File: src/rtl/core/ukvt_pkg.sv
// Shared types for the unsorted key/value table: command codes and the
// request/response transfer structs. No dependencies.
`timescale 1ns / 1ps

package ukvt_pkg;

   // Command codes carried in the request
   typedef enum logic [2:0] {
      CMD_INSERT     = 3'd0,
      CMD_UPDATE     = 3'd1,
      CMD_INS_OR_UPD = 3'd2,
      CMD_ERASE      = 3'd3,
      CMD_CONTAINS   = 3'd4,
      CMD_GET_KEY    = 3'd5,
      CMD_GET_INDEX  = 3'd6
   } ukvt_cmd_type;

   // One request transfer
   typedef struct packed {
      logic [2:0]  command;
      logic [31:0] lookup_key;
      logic [31:0] new_value;
      logic [3:0]  position;
   } ukvt_req_type;

   // One response transfer
   typedef struct packed {
      logic        ok;
      logic [31:0] read_key;
      logic [31:0] read_value;
      logic [4:0]  entry_count;
   } ukvt_rsp_type;

endpackage

File: src/rtl/core/ukvt_store.sv
// Key and value storage of the unsorted key/value table: one write port and
// one read port with registered read data. Depends on nothing else.
`timescale 1ns / 1ps

module ukvt_store #(
   parameter int TABLE_DEPTH = 16,
   parameter int KEY_BITS    = 32,
   parameter int VALUE_BITS  = 32,
   parameter int ADDR_BITS   = 4
) (
   input  logic                  clock,
   input  logic                  wr_en,
   input  logic [ADDR_BITS-1:0]  wr_addr,
   input  logic [KEY_BITS-1:0]   wr_key,
   input  logic [VALUE_BITS-1:0] wr_value,
   input  logic [ADDR_BITS-1:0]  rd_addr,
   output logic [KEY_BITS-1:0]   rd_key,
   output logic [VALUE_BITS-1:0] rd_value
);

   logic [KEY_BITS-1:0]   key_mem   [TABLE_DEPTH];
   logic [VALUE_BITS-1:0] value_mem [TABLE_DEPTH];
   logic [KEY_BITS-1:0]   rd_key_ff;
   logic [VALUE_BITS-1:0] rd_value_ff;

   // write port
   always_ff @(posedge clock) begin
      if (wr_en) begin
         key_mem[wr_addr]   <= wr_key;
         value_mem[wr_addr] <= wr_value;
      end
   end

   // registered read port, read every cycle
   always_ff @(posedge clock) begin
      rd_key_ff   <= key_mem[rd_addr];
      rd_value_ff <= value_mem[rd_addr];
   end

   assign rd_key   = rd_key_ff;
   assign rd_value = rd_value_ff;

endmodule

File: src/rtl/core/unsorted_key_value_table_core.sv
// Unsorted key/value table, top level: command sequencer, entry count and
// response register. Uses ukvt_pkg and ukvt_store.
//
// The table holds up to TABLE_DEPTH key/value pairs packed in positions
// 0..count-1. A request is taken only while the sequencer is idle; every
// request gives exactly one response, which waits in an output register so
// the next request can be taken while it is pending. Key commands scan the
// stored entries through the single registered read port, one entry per
// cycle, stopping at the first match. Insert appends an absent key when
// there is room, as does insert-or-update; on a hit, erase, update and
// insert-or-update move the last entry into the freed slot, and the two
// updates then append the new pair. Reading by position is a single read
// of the same port.
// Key and value fields are cut to KEY_BITS and VALUE_BITS on entry.
`timescale 1ns / 1ps

module unsorted_key_value_table_core #(
   parameter int TABLE_DEPTH = 16,
   parameter int KEY_BITS    = 32,
   parameter int VALUE_BITS  = 32
) (
   input  logic                  clock,
   input  logic                  reset,
   input  logic                  req_valid,
   output logic                  req_ready,
   input  ukvt_pkg::ukvt_req_type req_data,
   output logic                  rsp_valid,
   input  logic                  rsp_ready,
   output ukvt_pkg::ukvt_rsp_type rsp_data
);

   localparam int AW = (TABLE_DEPTH > 1) ? $clog2(TABLE_DEPTH) : 1;
   localparam int CW = $clog2(TABLE_DEPTH + 1);

   typedef enum logic [2:0] {
      ST_IDLE,
      ST_SCAN,
      ST_MOVE_RD,
      ST_MOVE_WR,
      ST_APPEND,
      ST_IDX_RD,
      ST_IDX_WAIT,
      ST_FINISH
   } state_type;

   state_type              state_ff, state_in;
   logic [2:0]             cmd_ff, cmd_in;
   logic [KEY_BITS-1:0]    key_ff, key_in;
   logic [VALUE_BITS-1:0]  val_ff, val_in;
   logic [3:0]             pos_ff, pos_in;
   logic [CW-1:0]          count_ff, count_in;
   logic [CW-1:0]          issue_ff, issue_in;
   logic                   rd_vld_ff, rd_vld_in;
   logic [AW-1:0]          rd_pos_ff, rd_pos_in;
   logic [AW-1:0]          at_ff, at_in;
   logic                   found_ff, found_in;
   logic                   ok_ff, ok_in;
   logic [31:0]            rkey_ff, rkey_in;
   logic [31:0]            rval_ff, rval_in;
   logic                   rsp_valid_ff, rsp_valid_in;
   ukvt_pkg::ukvt_rsp_type rsp_ff, rsp_in;

   // storage port signals
   logic                  wr_en;
   logic [AW-1:0]         wr_addr;
   logic [KEY_BITS-1:0]   wr_key;
   logic [VALUE_BITS-1:0] wr_value;
   logic [AW-1:0]         rd_addr;
   logic [KEY_BITS-1:0]   rd_key;
   logic [VALUE_BITS-1:0] rd_value;

   // width adapters between fixed fields and parameterized storage
   logic [63:0]    key_req_wide, val_req_wide;
   logic [63:0]    key_m_wide, rd_key_wide, rd_value_wide;
   logic [KEY_BITS-1:0]   key_m;
   logic [VALUE_BITS-1:0] val_m;
   logic [AW+3:0]  pos_wide;
   logic [CW+3:0]  pos_cmp, count_cmp;
   logic [CW+4:0]  count_out_wide;
   logic [CW-1:0]  last_count;
   logic [AW-1:0]  last_addr;
   logic           hit, scan_more, has_room, pos_in_range;

   assign key_req_wide   = 64'(req_data.lookup_key);
   assign val_req_wide   = 64'(req_data.new_value);
   assign key_m          = key_req_wide[KEY_BITS-1:0];
   assign val_m          = val_req_wide[VALUE_BITS-1:0];
   assign key_m_wide     = 64'(key_m);
   assign rd_key_wide    = 64'(rd_key);
   assign rd_value_wide  = 64'(rd_value);
   assign pos_wide       = (AW + 4)'(pos_ff);
   assign pos_cmp        = (CW + 4)'(req_data.position);
   assign count_cmp      = (CW + 4)'(count_ff);
   assign count_out_wide = (CW + 5)'(count_ff);
   assign last_count     = count_ff - CW'(1);
   assign last_addr      = last_count[AW-1:0];

   assign hit          = rd_vld_ff && (rd_key == key_ff);
   assign scan_more    = issue_ff < count_ff;
   assign has_room     = count_ff < CW'(TABLE_DEPTH);
   assign pos_in_range = pos_cmp < count_cmp;

   ukvt_store #(
      .TABLE_DEPTH (TABLE_DEPTH),
      .KEY_BITS    (KEY_BITS),
      .VALUE_BITS  (VALUE_BITS),
      .ADDR_BITS   (AW)
   ) u_store (
      .clock    (clock),
      .wr_en    (wr_en),
      .wr_addr  (wr_addr),
      .wr_key   (wr_key),
      .wr_value (wr_value),
      .rd_addr  (rd_addr),
      .rd_key   (rd_key),
      .rd_value (rd_value)
   );

   // sequencer next state and memory control
   always_comb begin
      state_in     = state_ff;
      cmd_in       = cmd_ff;
      key_in       = key_ff;
      val_in       = val_ff;
      pos_in       = pos_ff;
      count_in     = count_ff;
      issue_in     = issue_ff;
      rd_vld_in    = 1'b0;
      rd_pos_in    = rd_pos_ff;
      at_in        = at_ff;
      found_in     = found_ff;
      ok_in        = ok_ff;
      rkey_in      = rkey_ff;
      rval_in      = rval_ff;
      rsp_valid_in = rsp_valid_ff;
      rsp_in       = rsp_ff;
      req_ready    = 1'b0;
      wr_en        = 1'b0;
      wr_addr      = at_ff;
      wr_key       = key_ff;
      wr_value     = val_ff;
      rd_addr      = '0;

      // response register drains on its transfer
      if (rsp_valid_ff && rsp_ready) begin
         rsp_valid_in = 1'b0;
      end

      case (state_ff)
         ST_IDLE: begin
            req_ready = 1'b1;
            if (req_valid) begin
               cmd_in   = req_data.command;
               key_in   = key_m;
               val_in   = val_m;
               pos_in   = req_data.position;
               issue_in = '0;
               found_in = 1'b0;
               ok_in    = 1'b0;
               rkey_in  = key_m_wide[31:0];
               rval_in  = '0;
               case (req_data.command)
                  ukvt_pkg::CMD_INSERT, ukvt_pkg::CMD_UPDATE, ukvt_pkg::CMD_INS_OR_UPD,
                  ukvt_pkg::CMD_ERASE, ukvt_pkg::CMD_CONTAINS, ukvt_pkg::CMD_GET_KEY: begin
                     state_in = ST_SCAN;
                  end
                  ukvt_pkg::CMD_GET_INDEX: begin
                     state_in = pos_in_range ? ST_IDX_RD : ST_FINISH;
                  end
                  default: begin
                     state_in = ST_FINISH;
                  end
               endcase
            end
         end

         // one read issued and one compare per cycle
         ST_SCAN: begin
            if (hit) begin
               found_in = 1'b1;
               at_in    = rd_pos_ff;
               case (cmd_ff)
                  ukvt_pkg::CMD_UPDATE, ukvt_pkg::CMD_INS_OR_UPD, ukvt_pkg::CMD_ERASE: begin
                     ok_in    = 1'b1;
                     state_in = ST_MOVE_RD;
                  end
                  ukvt_pkg::CMD_CONTAINS: begin
                     ok_in    = 1'b1;
                     state_in = ST_FINISH;
                  end
                  ukvt_pkg::CMD_GET_KEY: begin
                     ok_in    = 1'b1;
                     rval_in  = rd_value_wide[31:0];
                     state_in = ST_FINISH;
                  end
                  default: begin
                     state_in = ST_FINISH;
                  end
               endcase
            end else if (scan_more) begin
               rd_addr   = issue_ff[AW-1:0];
               issue_in  = issue_ff + CW'(1);
               rd_vld_in = 1'b1;
               rd_pos_in = issue_ff[AW-1:0];
            end else begin
               // key absent
               found_in = 1'b0;
               case (cmd_ff)
                  ukvt_pkg::CMD_INSERT, ukvt_pkg::CMD_INS_OR_UPD: begin
                     ok_in    = has_room;
                     state_in = has_room ? ST_APPEND : ST_FINISH;
                  end
                  default: begin
                     state_in = ST_FINISH;
                  end
               endcase
            end
         end

         ST_MOVE_RD: begin
            rd_addr  = last_addr;
            state_in = ST_MOVE_WR;
         end

         // last entry fills the freed slot
         ST_MOVE_WR: begin
            wr_en    = 1'b1;
            wr_addr  = at_ff;
            wr_key   = rd_key;
            wr_value = rd_value;
            if (cmd_ff == ukvt_pkg::CMD_ERASE) begin
               count_in = last_count;
               state_in = ST_FINISH;
            end else begin
               state_in = ST_APPEND;
            end
         end

         // new pair goes last; update reuses the slot the erase freed
         ST_APPEND: begin
            wr_en   = 1'b1;
            wr_addr = found_ff ? last_addr : count_ff[AW-1:0];
            if (!found_ff) begin
               count_in = count_ff + CW'(1);
            end
            state_in = ST_FINISH;
         end

         ST_IDX_RD: begin
            rd_addr  = pos_wide[AW-1:0];
            state_in = ST_IDX_WAIT;
         end

         ST_IDX_WAIT: begin
            ok_in    = 1'b1;
            rkey_in  = rd_key_wide[31:0];
            rval_in  = rd_value_wide[31:0];
            state_in = ST_FINISH;
         end

         ST_FINISH: begin
            if (!rsp_valid_ff || rsp_ready) begin
               rsp_in.ok          = ok_ff;
               rsp_in.read_key    = rkey_ff;
               rsp_in.read_value  = rval_ff;
               rsp_in.entry_count = count_out_wide[4:0];
               rsp_valid_in       = 1'b1;
               state_in           = ST_IDLE;
            end
         end

         default: begin
            state_in = ST_IDLE;
         end
      endcase
   end

   // state and registered outputs
   always_ff @(posedge clock) begin
      if (reset) begin
         state_ff     <= ST_IDLE;
         count_ff     <= '0;
         rd_vld_ff    <= 1'b0;
         rsp_valid_ff <= 1'b0;
      end else begin
         state_ff     <= state_in;
         count_ff     <= count_in;
         rd_vld_ff    <= rd_vld_in;
         rsp_valid_ff <= rsp_valid_in;
      end
      cmd_ff    <= cmd_in;
      key_ff    <= key_in;
      val_ff    <= val_in;
      pos_ff    <= pos_in;
      issue_ff  <= issue_in;
      rd_pos_ff <= rd_pos_in;
      at_ff     <= at_in;
      found_ff  <= found_in;
      ok_ff     <= ok_in;
      rkey_ff   <= rkey_in;
      rval_ff   <= rval_in;
      rsp_ff    <= rsp_in;
   end

   assign rsp_valid = rsp_valid_ff;
   assign rsp_data  = rsp_ff;

endmodule

File: config.mk
export PLATFORM = sky130hd
export DESIGN_NAME = unsorted_key_value_table_core
export DESIGN_NICKNAME = d
export VERILOG_FILES = /design/src/rtl/core/ukvt_pkg.sv /design/src/rtl/core/ukvt_store.sv /design/src/rtl/core/unsorted_key_value_table_core.sv
export SDC_FILE = /design/constraint.sdc
export NUM_CORES = 1
export LEC_CHECK = 0
export BUFFER_PORTS_ARGS = -buffer_cell sky130_fd_sc_hd__buf_2
export CORE_UTILIZATION = 40
export DETAILED_ROUTE_END_ITERATION = 12
export PLACE_DENSITY_LB_ADDON = 0.1
export SYNTH_ARGS = -nofsm -noshare
export SYNTH_HDL_FRONTEND = slang
export SYNTH_SLANG_ARGS = --single-unit
File: constraint.sdc
create_clock -name clock -period 15.6 [get_ports clock]
set_clock_uncertainty 0.05 [all_clocks]
set_input_delay 4.68 -clock clock [delete_from_list [all_inputs] [get_ports clock]]
set_output_delay 4.68 -clock clock [all_outputs]
set_load 0.1 [all_outputs]
---- Yosys cells after proc, flatten, opt, wreduce, memory -nomap -nowiden ----
Memories as Yosys holds them, arrays and structs flattened. A register that Yosys moved wholly into a read port is not among the register bits.
Cells that the tools add are included.
cells by class
  add/subtract/negate cells ............... 3
  order comparisons ....................... 3
  equality and inequality tests ........... 30
  muxes and demuxes ....................... 48
  bitwise gates (word level) .............. 2
  reductions and logical operators ........ 29
operators by type and width
  cell                                                              number
  32-bit two-way mux                                                6
  32-bit case mux with 3 select lines                               1
  32-bit case mux with 2 select lines                               1
  32-bit == test                                                    1
  3-bit == test (second input constant)                             9
  5-bit two-way mux                                                 5
  3-bit case mux with 7 select lines                                1
  5-bit case mux with 2 select lines                                2
  3-bit by 2-bit == test with 1-bit output (second input constant)  6
  4-bit two-way mux                                                 4
  1-bit two-way mux                                                 15
  3-bit two-way mux                                                 5
  2-bit inequality test (second input constant)                     7
  4-bit case mux with 3 select lines                                1
  3-bit AND reduction                                               4
  5-bit by 1-bit adder with 5-bit output (second input constant)    2
  3-bit by 1-bit == test with 1-bit output (second input constant)  3
  3-bit logical NOT                                                 3
  3-bit inequality test (second input constant)                     3
  2-bit two-way mux                                                 4
  2-bit AND reduction                                               4
  4-bit AND reduction                                               2
  3-bit case mux with 2 select lines                                1
  2-bit nonzero test                                                3
  other kinds (17)                                                  22
storage, ports and cells
  register bits after elaboration ......... 230
  RAM bits ................................ 1024
  bits of input ports ..................... 75
  output and inout port bits .............. 72
  word-level logic and storage cells ...... 136
  memories ................................ 2
memory list
  name               depth  width  read ports  clocked after memory_dff  write ports  line              text
  u_store.key_mem    16     32     1           1                         1            ukvt_store.sv:21  logic [KEY_BITS-1:0] key_mem [TABLE_DEPTH];
  u_store.value_mem  16     32     1           1                         1            ukvt_store.sv:22  logic [VALUE_BITS-1:0] value_mem [TABLE_DEPTH];

---- Logic depth before layout (Yosys ltp) ----
Gate-level depths: netlist of the first run.
  word-level depth ........................ 6
  mapped depth ............................ 14
  mapped depth without buffers ............ 10

---- Cells and area by module ----
Synthesis of the first run repeated with hierarchy kept, for this count alone.
unflattened totals
  cell total of the unflattened synthesis .. 2227
  area, all modules ....................... 49099.6 µm²
modules (own cells, without submodules)
  module                         times used  cells an instance  area an instance (µm²)  sequential area each (µm²)
  ukvt_store                     1           1647               39581.7                 32030.7
  unsorted_key_value_table_core  1           580                9517.9                  6806.5

---- Worst setup path before layout of the first run ----
No wires, ideal clock.
  path type ............................... input port to flip-flop
  start ................................... input rsp_ready
  end ..................................... register rsp_ff (netlist bit rsp_data[0]), enable pin
  library setup time ...................... 506 ps
  data arrival time ....................... 7935 ps
  data required time ...................... 15044 ps
  slack ................................... 7110 ps
  cell stages on the path ................. 2
  path buffers ............................ 0
  cells stage by stage .................... nand2b_1 nor2b_1
on the way
  word-level cells in the longest chain between the ends .. 2
ends and longest elaborated chain
  what                                  line                                  text
  start, declared                       unsorted_key_value_table_core.sv:28   input logic rsp_ready,
  1-bit logical OR                      unsorted_key_value_table_core.sv:262  if (!rsp_valid_ff || rsp_ready) begin
  2-bit AND reduction (no source line)  --
  end signal, assigned                  unsorted_key_value_table_core.sv:302  rsp_ff <= rsp_in;
  end, declared                         unsorted_key_value_table_core.sv:61   ukvt_pkg::ukvt_rsp_type rsp_ff, rsp_in;
Every way passes these cells.
A chain may end at the register's enable or synchronous reset.

---- Final worst setup path of the first run ----
  start ................................... register state_ff[2]
  end ..................................... output req_ready
on the way
  word-level cells in the longest chain between the ends .. 2
ends and longest elaborated chain
  what                    line                                  text
  start, declared         unsorted_key_value_table_core.sv:46   state_type state_ff, state_in;
  start signal, assigned  unsorted_key_value_table_core.sv:286  state_ff <= state_in;
  3-bit logical NOT       unsorted_key_value_table_core.sv:149  case (state_ff)
  1-bit two-way mux       unsorted_key_value_table_core.sv:149
  end, declared           unsorted_key_value_table_core.sv:25   output logic req_ready,
Every way passes these cells.

==> results of run 1 <==
[registers in the layout, indices dropped and copies added (netlist names), 3 cells and up]
signal and count:
u_store.key_mem 512, u_store.value_mem 512, rsp_data 70, key_ff 32, rkey_ff 32, rval_ff 32
u_store.rd_key 32, u_store.rd_value 32, val_ff 32, count_ff 5, issue_ff 5, at_ff 4
pos_ff 4, rd_pos_ff 4, cmd_ff 3, state_ff 3
[placed cells by master (no fill, tap or decap), types with 10 or more instances in the layout]
cell / synthesis / layout
mux2_2: 32 / 32
buf_2: 105 / 146
nor4_1: 46 / 45
ha_1: 10 / 10
nand2_1: 490 / 487
buf_4: 11 / 75
clkinv_1: 0 / 27
nand3_1: 388 / 387
clkbuf_1: 237 / 37
o21ai_0: 244 / 244
nand4_1: 137 / 137
a21oi_1: 265 / 262
xor2_1: 29 / 29
a211o_1: 256 / 256
xnor2_1: 18 / 18
dfxtp_1: 74 / 74
clkbuf_16: 0 / 148
nor2_1: 45 / 27
and3_1: 130 / 130
o22ai_1: 129 / 129
edfxtp_1: 1244 / 1244
nor2_4: 0 / 19
a32oi_1: 128 / 128
clkinv_2: 0 / 20
o21ai_1: 23 / 22
clkbuf_8: 0 / 14
nor4_2: 30 / 31
nor2b_1: 35 / 34
[power groups by stage]
stage               clock, mW  sequential, mW  combinational [mW]
floorplan                   0            4.82                2.55
global placement            0            4.88                3.95
detailed placement          0            4.87                3.97
CTS                      3.38            4.81                3.98
global route             3.51            4.85                4.27
finish                   3.32            4.82                3.98
[area by class of cell]
type | count | area (um^2)
sequential | 1318 | 38800
multi-input combinational | 2493 | 15000
antenna | 1 | 2.50
inverter | 9 | 36.3
clock buffer | 199 | 4040
clock inverter | 67 | 528
timing repair buffer | 228 | 1430
tap | 1781 | 2230
fill | 12200 | 74000
[per-layer routing]
metal / up-vias / global-route usage (%) / share of wire [%]
met4: 0 / 6.81 / 2.1
li1: 16400 / - / -
met2: 1588 / 39.3 / 46
met3: 246 / 4.73 / 7.8
met5: - / 0 / 0
met1: 19000 / 35.8 / 44
[worst register-to-register path: stages (launching register included)]
cell and delay [ns]:
dfxtp_1 0.48, inv_1 0.16, ha_1 0.32, o211ai_1 0.08
o21ai_1 0.26, a211oi_4 0.58, nand2_4 0.43, o21ai_4 0.24
buf_4 0.71, nand2b_4 0.70, buf_4 0.72, a21oi_1 0.21
nor4_1 0.38
[path summary, 6_finish.rpt]
path / from / depth (start not counted) / end / slack, ns
setup / recovery: state_ff[2] / 2 / req_ready / 8.64
hold reg to reg: rkey_ff[21] / 0 / rsp_data[58] / 0.37
hold / removal: rkey_ff[21] / 0 / rsp_data[58] / 0.37
setup reg to reg: count_ff[2] / 12 / u_store.rd_value[31] / 10.15
[cells by family after synthesis]
group / count (synthesis) / share of synthesized area, %
simple gates: 1332 / 12.2
flops: 1318 / 70.3
compound gates: 1072 / 12.8
buf+inv: 387 / 3.00
xor+xnor: 47 / 0.746
mux: 32 / 0.653
fa+ha+maj: 10 / 0.227
==> results.sh, run 1 <==
export IMPL_ys_ff_latch=1318
export IMPL_clock_path_buffers=3
export IMPL_hold_viol=0
export IMPL_cts_hold_buf=0
export IMPL_io_buffers=146
export IMPL_power_density_mw_per_mm2=195
export IMPL_total_power_mw=12.1
export IMPL_crit_required_ns=10.87
export IMPL_seqPwrFrac_pct=39.7
export IMPL_crit_family="buffers and inverters"
export IMPL_die_width_um=374
export IMPL_viasPerCell=6.11
export IMPL_layout_drive_gt1_share_pct=12.6
export IMPL_fmax_mhz=144
export IMPL_die_area_mm2=0.140
export IMPL_gp_congestion=0.745
export IMPL_cp_data_arrival_time_ns=2.23
export IMPL_postLayoutCoreUtil_pct=45.6
export IMPL_seq_area_frac_synth_pct=70.3
export IMPL_clock_sinks=1318
export IMPL_start_kind="flop"
export IMPL_first_iter_violations=3800
export IMPL_row_count=135
export IMPL_slew_violations=0
export IMPL_tightest_slew_ns=1.21
export IMPL_async_reset_ff_share_pct=0
export IMPL_setup_viol=0
export IMPL_clock_power_share_pct=27.4
export IMPL_p_leak_nw=20.6
export IMPL_setup_ws_ns=8.64
export IMPL_grt_antenna_before_repair=2
export IMPL_period_minus_slack_ns=6.96
export IMPL_synth_area_top_cells="edfxtp_1, a211o_1, nand3_1"
export IMPL_final_antenna_net_count=0
export IMPL_slowest_delay_ns=0.51
export IMPL_worstHoldPathType="flop to flop"
export IMPL_cp_end_kind="output pin"
export IMPL_netlist_area_mm2=0.0552
export IMPL_core_region_area_mm2=0.136
export IMPL_synth_cell_type_count=63
export IMPL_wl_per_cell_um=29.3
export IMPL_status="finished clean"
export IMPL_nNetsFinal=4279
export IMPL_place_inst=5829
export IMPL_crit_chain="nor3_1 -> buf_2"
export IMPL_combPwrFrac_pct=32.9
export IMPL_clk_latency_ns=0.78
export IMPL_start_util_pct=40.6
export IMPL_final_instance_count_excl_fill=6096
export IMPL_grt_pass1_vias=36100
export IMPL_grt_max_degree=190
export IMPL_cap_violations=0
export IMPL_yosysTopAreaCellShare_pct=67.7
export IMPL_grt_overflow=0
export IMPL_area_growth_pct=12.6
export IMPL_synth_top_area_cell="edfxtp_1"
export IMPL_whs_ns=0.367
export IMPL_finalCritPeriodShare_pct=44.6
export IMPL_rsz0062_at_grt="false"
export IMPL_tns_ns=0
export IMPL_cts_resized=0
export IMPL_clk_pin_slew_ns=0.05
export IMPL_maxSlewHeadroom_pct=19.2
export IMPL_crit_buf_inv=1
export IMPL_ir_worst_vdd_mv=0.155
export IMPL_clock_root_buffer="clkbuf_16"
export IMPL_dp_hpwl_mm=85.2
export IMPL_ys_dominant_reg_cell="edfxtp_1"
export IMPL_crit_type="flop to output pin"
export IMPL_power_internal_mw=7.56
export IMPL_synth_cells_most_frequent="edfxtp_1, nand2_1, nand3_1"
export IMPL_synth_cells=4198
export IMPL_cts_made_buffers=144
export IMPL_grtUsageTotal_pct=25.1
export IMPL_syn_num_nets=4283
export IMPL_synth_most_common_cell="edfxtp_1"
export IMPL_slowest_stage="buf_2"
export IMPL_cts_tree="built"
export IMPL_avgSynthCellArea_um2=13.2
export IMPL_cts_setup_buffers=0
export IMPL_switching_share_pct=37.6
export IMPL_synth_edf_count=1244
export IMPL_via_count=37300
export IMPL_ctsHtreeMaxLevel=4
export IMPL_yosysWarnings=0
export IMPL_fin_area_mm2=0.0621
export IMPL_grt_pass1_wl_mm=257
export IMPL_dr_pass1_iters=6
export IMPL_drc=0
export IMPL_die_h_um=374
export IMPL_crit_fanout=17
export IMPL_preCtsSetupSlack_ns=8.68
export IMPL_io_pins=147
export IMPL_wl_mm=179
export IMPL_p_sw_mw=4.56
export IMPL_placed_area_mm2=0.0576
Note: power is estimated with default switching activity, not from simulation.
==> inputs of run 2 (changes only) <==
--- a/config.mk
+++ b/config.mk
@@ -5,6 +5,7 @@
 export SDC_FILE = /design/constraint.sdc
 export NUM_CORES = 1
 export LEC_CHECK = 0
+export ABC_AREA = 1
 export BUFFER_PORTS_ARGS = -buffer_cell sky130_fd_sc_hd__buf_2
 export CORE_UTILIZATION = 40
 export DETAILED_ROUTE_END_ITERATION = 12
==> constraint.sdc (replaced) <==
create_clock -name clock -period 7.12 [get_ports clock]
set_clock_uncertainty 0.05 [all_clocks]
set_input_delay 2.136 -clock clock [delete_from_list [all_inputs] [get_ports clock]]
set_output_delay 2.136 -clock clock [all_outputs]
set_load 0.1 [all_outputs]
==> run 2 against run 1 <==
Non-clock buffer count increased by 29. Worst setup slack got worse by 6.2 ns. Sequential power increased by 110%. Critical endpoint is now u_store.rd_key[19]. Register-to-register slack got worse by 7.7 ns. Critical path type is now flop to flop. Largest power group unchanged. Total power increased by 110%. Clock power increased by 120%. First-iteration DRC count decreased by 16%. Clock-buffer cell count increased by 14. Die area decreased by 4.5%.
==> results.sh, run 2 <==
export IMPL_rsz0062_at_grt="false"
export IMPL_setup_ws_ns=2.45
export IMPL_clock_path_buffers=3
export IMPL_preCtsSetupSlack_ns=2.55
export IMPL_grt_max_degree=170
export IMPL_synth_most_common_cell="nand3_1"
export IMPL_final_common_cell="nand3_1"
export IMPL_gp_congestion=0.994
export IMPL_fmax_mhz=214
export IMPL_die_width_um=365
export IMPL_yosysTopAreaCellShare_pct=70.9
export IMPL_yosys_area_share_simple_pct=20.9
export IMPL_cp_data_arrival_time_ns=5.33
export IMPL_io_pins=147
export IMPL_synth_cell_type_count=42
export IMPL_crit_fanout=78
export IMPL_netlist_area_mm2=0.0527
export IMPL_dr_pass1_iters=6
export IMPL_async_reset_ff_share_pct=0
export IMPL_synth_edf_count=1244
export IMPL_ys_dominant_reg_cell="edfxtp_1"
export IMPL_crit_required_ns=7.77
export IMPL_tns_ns=0
export IMPL_power_density_mw_per_mm2=430
export IMPL_synth_area_mux_share_pct=0
export IMPL_clk_latency_ns=0.77
export IMPL_cts_setup_buffers=0
export IMPL_grt_antenna_before_repair=1
export IMPL_diodes=0
export IMPL_syn_num_nets=4454
export IMPL_seq_area_frac_synth_pct=73.7
export IMPL_synth_cells=4369
export IMPL_ctsHtreeMaxLevel=4
export IMPL_avgSynthCellArea_um2=12.1
export IMPL_maxSlewHeadroom_pct=10.6
export IMPL_core_region_area_mm2=0.130
export IMPL_layout_drive_gt1_share_pct=11.0
export IMPL_nNetsFinal=4569
export IMPL_cts_resized=0
export IMPL_whs_ns=0.362
export IMPL_setup_viol=0
export IMPL_multi_input_area_mm2=0.0122
export IMPL_final_cell_mix="nand3_1, edfxtp_1, nand2_1"
export IMPL_ys_ff_latch=1318
export IMPL_start_kind="flop"
export IMPL_worstHoldPathType="flop to flop"
export IMPL_crit_type="flop to flop"
export IMPL_row_count=132
export IMPL_status="finished clean"
export IMPL_wl_mm=150
export IMPL_ir_worst_vdd_mv=0.300
export IMPL_cts_made_buffers=146
export IMPL_seqCellArea_mm2=0.0388
export IMPL_viasPerCell=5.41
export IMPL_hold_viol=0
export IMPL_start_util_pct=40.5
export IMPL_synth_top_family_by_area="simple AND/OR/NAND/NOR gates"
export IMPL_synth_top_area_cell="edfxtp_1"
export IMPL_cp_end_kind="flop"
export IMPL_grt_pass1_wl_mm=221
export IMPL_tightest_slew_ns=1.33
export IMPL_yosysWarnings=0
export IMPL_first_iter_violations=3198
export IMPL_area_growth_pct=14.0
export IMPL_grtUsageTotal_pct=22.5
export IMPL_die_h_um=365
export IMPL_clock_sinks=1318
export IMPL_die_area_mm2=0.133
export IMPL_wl_per_cell_um=23.7
export IMPL_final_antenna_net_count=0
export IMPL_fill_cells=12000
export IMPL_grt_pass1_vias=32700
export IMPL_synthAdderAreaFrac_pct=0.237
export IMPL_cts_tree="built"
export IMPL_synth_compound_area_share_pct=1.43
export IMPL_cts_hold_buf=0
export IMPL_reg2reg_depth=16
export IMPL_io_buffers=146
export IMPL_holdPathStages=0
export IMPL_drc=0
export IMPL_via_count=34300
export IMPL_cap_violations=0
export IMPL_dp_hpwl_mm=72.9
export IMPL_clk_pin_slew_ns=0.06
export IMPL_synth_xor_area_share_pct=0.282
export IMPL_p_leak_nw=21.8
export IMPL_period_minus_slack_ns=4.67
export IMPL_finalCritPeriodShare_pct=65.6
export IMPL_synth_cells_most_frequent="nand3_1, edfxtp_1, nand2_1"
export IMPL_clock_root_buffer="clkbuf_16"
export IMPL_grt_overflow=0
export IMPL_synth_area_top_cells="edfxtp_1, nand3_1, nand2_1"
export IMPL_slew_violations=0
==> run 2: logic make-up (layout without fill, tap and decap cells) <==
logic type,after synthesis,after routing
buffers and inverters,416,647
flip-flops,1318,1318
adder cells (fa/ha/maj),10,10
XOR/XNOR,17,17
AO/OA/AOI/OAI,141,141
AND/OR/NAND/NOR,2467,2467
==> run 2: path summary, 6_finish.rpt <==
kind                             end  slack, ns   startpoint
setup / recovery  u_store.rd_key[19]       2.45   key_ff[30]
hold / removal          rsp_data[61]       0.36  rkey_ff[24]
setup reg to reg  u_store.rd_key[19]       2.45   key_ff[30]
hold reg to reg         rsp_data[61]       0.36  rkey_ff[24]
==> run 2: critical path: stages (launching register included) <==
cell and delay [ns]:
edfxtp_1 0.40, xnor2_1 0.59, nand2_1 0.11, nor2_1 0.11, nand2_1 0.07, nor2_2 0.23, nand3_2 0.31, nand2_1 0.20
inv_2 0.10, nand2_1 0.11, nand2_4 0.36, inv_6 0.86, buf_4 0.58, nand3_1 0.13, nand2_1 0.08, nand2_1 0.05
nand2_1 0.10
==> run 2: per-layer routing <==
| layer | track usage [%] | vias up | share of wire (%) |
|---|---|---|---|
| li1 | - | 15900 | - |
| met1 | 32.6 | 17100 | 46 |
| met2 | 35.7 | 1061 | 47 |
| met3 | 2.98 | 216 | 5.2 |
| met4 | 6.29 | 0 | 2.2 |
| met5 | 0 | - | 0 |
==> run 2: area by class of cell <==
type                       count  share of cell area, %
multi-input combinational   2635                   20.4
inverter                     126                  0.816
tap                         1742                   3.63
clock inverter                51                  0.720
clock buffer                 213                   6.91
timing repair buffer         257                   2.94
sequential                  1318                   64.6
==> run 2: stage by stage <==
stage	area [um^2]	util, %	cells	total power [mW]
4_1_cts	60100	46.2	6342	26.1
3_5_place_dp	55500	42.7	6078	18.7
5_1_grt	60100	46.2	6342	27.3
2_1_floorplan	52700	-	4369	15.9
3_3_place_gp	55500	42.7	6078	18.8
6_report	60100	46.2	6342	25.8
==> run 2: power by group <==
group	leakage (nW)	internal, mW	switching [mW]
combinational	7.62	2.15	6.11
clock	2.24	4.26	3.02
sequential	11.9	9.93	0.359
